## src/rsel_pkg.sv

```systemverilog
package rsel_pkg;

	// Field widths of the words on the ports
	localparam int VALUE_W = 32;
	localparam int POS_W   = 16;
	localparam int KEEP_W  = 6;

	// Defaults for the top-level parameters
	localparam int DEF_MAX_KEEP    = 32;
	localparam int DEF_MAX_ROW_LEN = 65536;

	// Reset value of the keep count register
	localparam logic [KEEP_W-1:0] KEEP_RESET = KEEP_W'(32);

	// Contents of an empty slot
	localparam logic signed [VALUE_W-1:0] VALUE_MAX = {1'b0, {(VALUE_W-1){1'b1}}};
	localparam logic [POS_W-1:0] POS_EMPTY = '1;

	// One kept entry
	typedef struct packed {
		logic signed [VALUE_W-1:0] value;
		logic [POS_W-1:0]          pos;
		logic                      valid;
	} entry_t;

	localparam entry_t ENTRY_CLEAR = '{value: VALUE_MAX, pos: '0, valid: 1'b0};

	// Operation applied to every cell of the row alike
	typedef struct packed {
		logic insert;
		logic emit;
		logic clear;
	} cell_ctrl_t;

endpackage

```

## src/rsel_cell.sv

```systemverilog
module rsel_cell
	import rsel_pkg::*;
(
	input  logic       clk,
	input  logic       arst_n,
	input  cell_ctrl_t ctrl,
	input  logic       en,
	input  entry_t     new_ent,
	input  entry_t     prev_ent,
	input  entry_t     next_ent,
	input  logic       hit_in,
	output logic       hit_out,
	output entry_t     ent
);

	entry_t ent_q;
	logic   take;

	// Slot takes the new word when empty or holding a strictly larger value
	assign take    = !ent_q.valid || (ent_q.value > new_ent.value);
	assign hit_out = hit_in || (en && take);
	assign ent     = ent_q;

	// Hold, take the new word, shift down on insert, shift up on emit, or clear
	always_ff @(posedge clk or negedge arst_n) begin
		if (!arst_n) begin
			ent_q <= ENTRY_CLEAR;
		end else if (ctrl.clear) begin
			ent_q <= ENTRY_CLEAR;
		end else if (ctrl.emit) begin
			ent_q <= next_ent;
		end else if (ctrl.insert && en) begin
			if (hit_in) begin
				ent_q <= prev_ent;
			end else if (take) begin
				ent_q <= new_ent;
			end
		end
	end

endmodule

```

## config.mk

```make
export PLATFORM = sky130hd
export DESIGN_NAME = rsel_cell
export DESIGN_NICKNAME = d
export VERILOG_FILES = /design/src/rsel_pkg.sv /design/src/rsel_cell.sv
export SDC_FILE = /design/constraint.sdc
export NUM_CORES = 1
export LEC_CHECK = 0
export ABC_AREA = 1
export ABC_CLOCK_PERIOD_IN_PS = 2600
export BUFFER_PORTS_ARGS = -buffer_cell sky130_fd_sc_hd__buf_2
export CAP_MARGIN = 40
export CORE_ASPECT_RATIO = 1.4
export CORE_MARGIN = 4
export CORE_UTILIZATION = 40
export DETAILED_ROUTE_END_ITERATION = 8
export MAX_ROUTING_LAYER = met4
export PLACE_DENSITY = 0.72
export SYNTH_ARGS = -nofsm -noshare
export SYNTH_HDL_FRONTEND = slang
export SYNTH_SLANG_ARGS = --single-unit
export TNS_END_PERCENT = 1
```

## constraint.sdc

```tcl
create_clock -name clk -period 2.6 [get_ports clk]
set_clock_uncertainty 0.15 [all_clocks]
set_input_delay 0.26 -clock clk [delete_from_list [all_inputs] [get_ports clk]]
set_output_delay 0.26 -clock clk [all_outputs]
set_load 0.03 [all_outputs]
```

### After elaboration in Yosys (flattened, before gate mapping)

Cells that the tools add are included.

* flip-flop bits (word level): 49
* bits of input ports: 154
* output and inout port bits: 50
* word-level logic and storage cells: 17

* order comparisons: 1
* muxes and demuxes: 5
* reduce and logical (&&, ||, !) cells: 8

Operator list (number)
* two-way mux 49 bit: 5
* greater-than comparator 32 bit: 1
* nonzero test 4 bit: 1
* nonzero test 3 bit: 1
* logical AND 1 bit: 2
* logical OR 1 bit: 2
* AND reduction 2 bit: 1
* logical NOT 1 bit: 1

### Logic depth before layout (Yosys ltp)

* depth in word-level cells: 7
* mapped depth: 22

### Least setup slack after synthesis

Ideal clock, no wire load.

* path kind: flip-flop to output port
* start: reg ent_q, in the netlist ent[38]
* end: out hit_out
* arrival time: 2.049 ns
* required time: 2.190 ns
* slack: 0.141 ns
* stages on the path, launching flop included: 11
* path buffers: 0
* cells stage by stage: dfstp_2 > ha_1 > a21oi_1 > nor2_1 > nor2_1 > nand3_1 > a21oi_1 > nand3_1 > nand2_1 > nand2_2 > a21oi_1

* word-level cells in the longest chain between the ends: 4

Ends and longest elaborated chain
* from (decl): line rsel_cell.sv:16 `entry_t ent_q;`
* from (signal assigned): line rsel_cell.sv:31 `ent_q <= next_ent;`
* from (signal assigned): line rsel_cell.sv:34 `ent_q <= prev_ent;`
* from (signal assigned): line rsel_cell.sv:36 `ent_q <= new_ent;`
* greater-than comparator 32 bit: line rsel_cell.sv:20 `assign take = !ent_q.valid || (ent_q.value > new_ent.value);`
* logical OR 1 bit: line rsel_cell.sv:20
* logical AND 1 bit: line rsel_cell.sv:21 `assign hit_out = hit_in || (en && take);`
* logical OR 1 bit: line rsel_cell.sv:21
* to (decl): line rsel_cell.sv:12 `output logic hit_out,`

No other way between the ends.

### Worst setup path after layout

Same ends and word-level chain as after synthesis.

==> metrics.md <==
| Metric | Value |
|---|---|
| Syn_area_per_cell | 6.941 um^2 |
| Core box area | 9564 um^2 |
| Yosys cell types | 23 |
| DR iter-0 viols | around 140 |
| Synthesized netlist cell count | 570 |
| Internal | 1.746 mW |
| Crit path kind | register to primary output |
| Die W | 92.05 um |
| Wire length on met1 | about 4.7 mm |
| Die Y-Extent | 125.7 um |
| Sequential share of power | 36.1% |
| Status | finished clean |
| Fin area | 5440 um^2 |
| CP endpoint kind | primary output |
| Reg-to-Reg Start | ent[38] |
| Max-cap violation count | 0 |
| Met3 WL | roughly 750 um |
| Final WL | around 12 mm |
| WP data arrival | 2.15 ns |
| Placed standard-cell area | 5144 um^2 |
| PwrDens | 492.4 nW/um^2 |
| HPWL after DPL | 9.950 mm |
| Met2 WL | 6.782 mm |
| Largest net degree at the start of global routing | between 40 and 50 |
| Fin crit share | 98.51% |
| Die ar. | 11570 um^2 |
| Worst-path clk slew | approximately 0.07 ns |
| Static Leak | 2.981 nW |
| Final Max Tran Viols | 0 |
| Vias in the first global route | about 4500 |
| Ant. Diodes | 0 |
| I/O Pins | 204 |
| Clk sink count | 49 |
| Critical path origin | ent[38] |
| First-pass GRT wire length | 19.98 mm |
| Std cell rows | 42 |
| GR Overflow Total | 0 |
| Final setup viols | 0 |
| Layout Utilization | about 57% |
| Slew @ Worst Pin | 0.6845 ns |
| Final min period | between 2 and 3 ns |
| Initial antenna violation count | 0 |
| Worst Hold Class | input port to register |
| Worst EP required | approximately 2.2 ns |
| Yosys warns | 0 |
| Sequential area share after synthesis | between 30% and 40% |
| RSZ-0062 raised after global routing | yes |
| Vias per std cell | ~5 |
| Final hold violations | 0 |
| Crit-path max FO | 3 |
| DR WL/cell | roughly 14 um |
| CTS H-tree lvls | 2 |
| Setup TNS | 0 ns |
| Layout area overhead | 37.51% |
| Clock power share | 28.2% |
| Post-Syn Nets | 756 |
| Max Root-Sink Buffers | 2 |
| Worst vdd ir | 292.3 uV |
| Highest routed layer | met4 |
| Routability cong. | around 0.85 |
| # port buffers | 203 |
| CTS Buf Count | 5 |
| Flops & latches, synth | 49 |
| Residual DRC | 0 |
| First drt pass iteration count | 4 |
| Tot GR Track Use | 21.44% |
| Initial Utilization | about 41% |
| Min-delay src | next_ent[46] |
| Max reg flops | 49 |
| Final antenna-violating net count | 0 |
| Startpoint types | register |
| Clock tree root driver cell | clkbuf_16 |
| Synthesized area | between 3000 and 4000 um^2 |
| Worst skew pair latency | approximately 0.29 ns |
| Total number of vias | 4469 |
| Switching share of power | between 30% and 40% |
| Combinational power share | 35.8% |
| # nets final | 949 |
| Layout cells sized above 1 | a little over a third |
| CTS tree | built |
| Switching power | 0.9331 mW |
| Fmax | 0.3904 GHz |
| Slew headroom | ~54% |
==> layout make-up <==
| type | instances | area [um^2] |
|---|---|---|
| Multi-Input combinational cell | 411 | 2333 |
| Sequential cell | 49 | 1265 |
| Timing Repair Buffer | 220 | 1215 |
| Clock buffer | 6 | 138.9 |
| Fill cell | 987 | 4124 |
| Clock inverter | 2 | 37.54 |
| Tap cell | 132 | 165.2 |
| Inverter | 76 | 285.3 |
==> power groups by stage <==
stage	logic, mW	clock network, mW	registers, mW
after floorplan	0.409	0	1.14
after global placement	0.906	0	0.971
after detailed placement	0.929	0	0.974
after CTS	0.941	0.778	0.963
after global routing	1.07	0.802	0.978
final	0.958	0.754	0.966
==> per-stage QoR <==
step,cells,setup slack [ns],total power [mW],hold WS [ns]
3_3_place_gp,885,0.2112,1.877,0.1805
2_1_floorplan,570,0.1408,1.552,-0.1856
3_5_place_dp,885,0.1713,1.903,0.2009
4_1_cts,895,0.005956,2.682,0.1757
6_report,896,0.03871,2.679,0.1790
5_1_grt,896,-0.1281,2.853,0.2104
==> worst paths after layout <==
path	endpoint	slack, ns	cells after the start
min in group asynchronous	ent[13]	0.40	2
min reg2reg	ent[32]	0.32	2
max reg2reg	ent[0]	0.19	15
max	hit_out	0.04	11
max in group asynchronous	ent[44]	1.11	3
min	ent[46]	0.18	5
==> cell usage after synthesis, drive strengths merged <==
cell type	number	area share, %
nand2	174	17
inv	75	7.1
nand3	71	9.1
o21ai	51	6.5
ha	32	10
dfstp	31	21
o211ai	31	5.9
clkbuf	21	2.0
dfrtp	18	11
mux2i	17	4.3
nor2	16	1.6
a21oi	15	1.9
buf	13	2.2
nand4	2	0.32
a21o	1	0.19
clkinv	1	0.095
o21a	1	0.19
==> worst max-delay path, cell delays in order, from the launching register on <==
cell     delay (ns)
dfstp_2        0.55
ha_1           0.24
a21oi_1        0.15
nor2_1         0.05
nor2_1         0.09
nand3_1        0.10
a21oi_2        0.15
nand3_1        0.09
nand2_1        0.08
nand2_2        0.07
a21oi_2        0.16
buf_6          0.15
==> layout by cell type, fill, tap and decap left out <==
| master | instances |
|---|---|
| dfrtp_1 | 18 |
| o21ai_0 | 49 |
| clkinvlp_4 | 1 |
| inv_1 | 73 |
| nor2_1 | 13 |
| inv_2 | 2 |
| buf_6 | 1 |
| o21a_1 | 1 |
| clkbuf_16 | 5 |
| nand3_2 | 1 |
| ha_4 | 5 |
| buf_2 | 202 |
| buf_12 | 5 |
| clkbuf_8 | 1 |
| clkinv_1 | 1 |
| dlygate4sd3_1 | 1 |
| nand2_1 | 170 |
| nand3_1 | 70 |
| nand2_2 | 4 |
| bufinv_16 | 1 |
| ha_1 | 27 |
| a21o_1 | 1 |
| mux2i_1 | 17 |
| o211ai_1 | 31 |
| nor2_2 | 3 |
| a21oi_2 | 5 |
| buf_4 | 11 |
| nand4_1 | 2 |
| a21oi_1 | 10 |
| dfstp_2 | 31 |
| o21ai_1 | 2 |
==> routing by layer <==
layer	up-vias	GRT usage [%]
met1	2038	23.02
met3	18	3.580
met4	0	5.512
met2	168	40.36
li1	2245	-
met5	-	-
==> logic make-up after synthesis <==
logic type / synth area share, %
simple gates: 27.64
buf+inv: 11.35
compound gates: 14.61
flops: 31.97
fa+ha+maj: 10.12
mux: 4.301
==> timing repair <==
item                                    4_1_cts  5_1_grt
endpoints found under the setup margin        1       14
endpoints found under the hold margin        18        0
pin swaps                                     0        6
gates resized for setup                       4       16
hold buffers                                  1        0
buffers inserted                              1        1
Power figures use the tool's default switching activity.
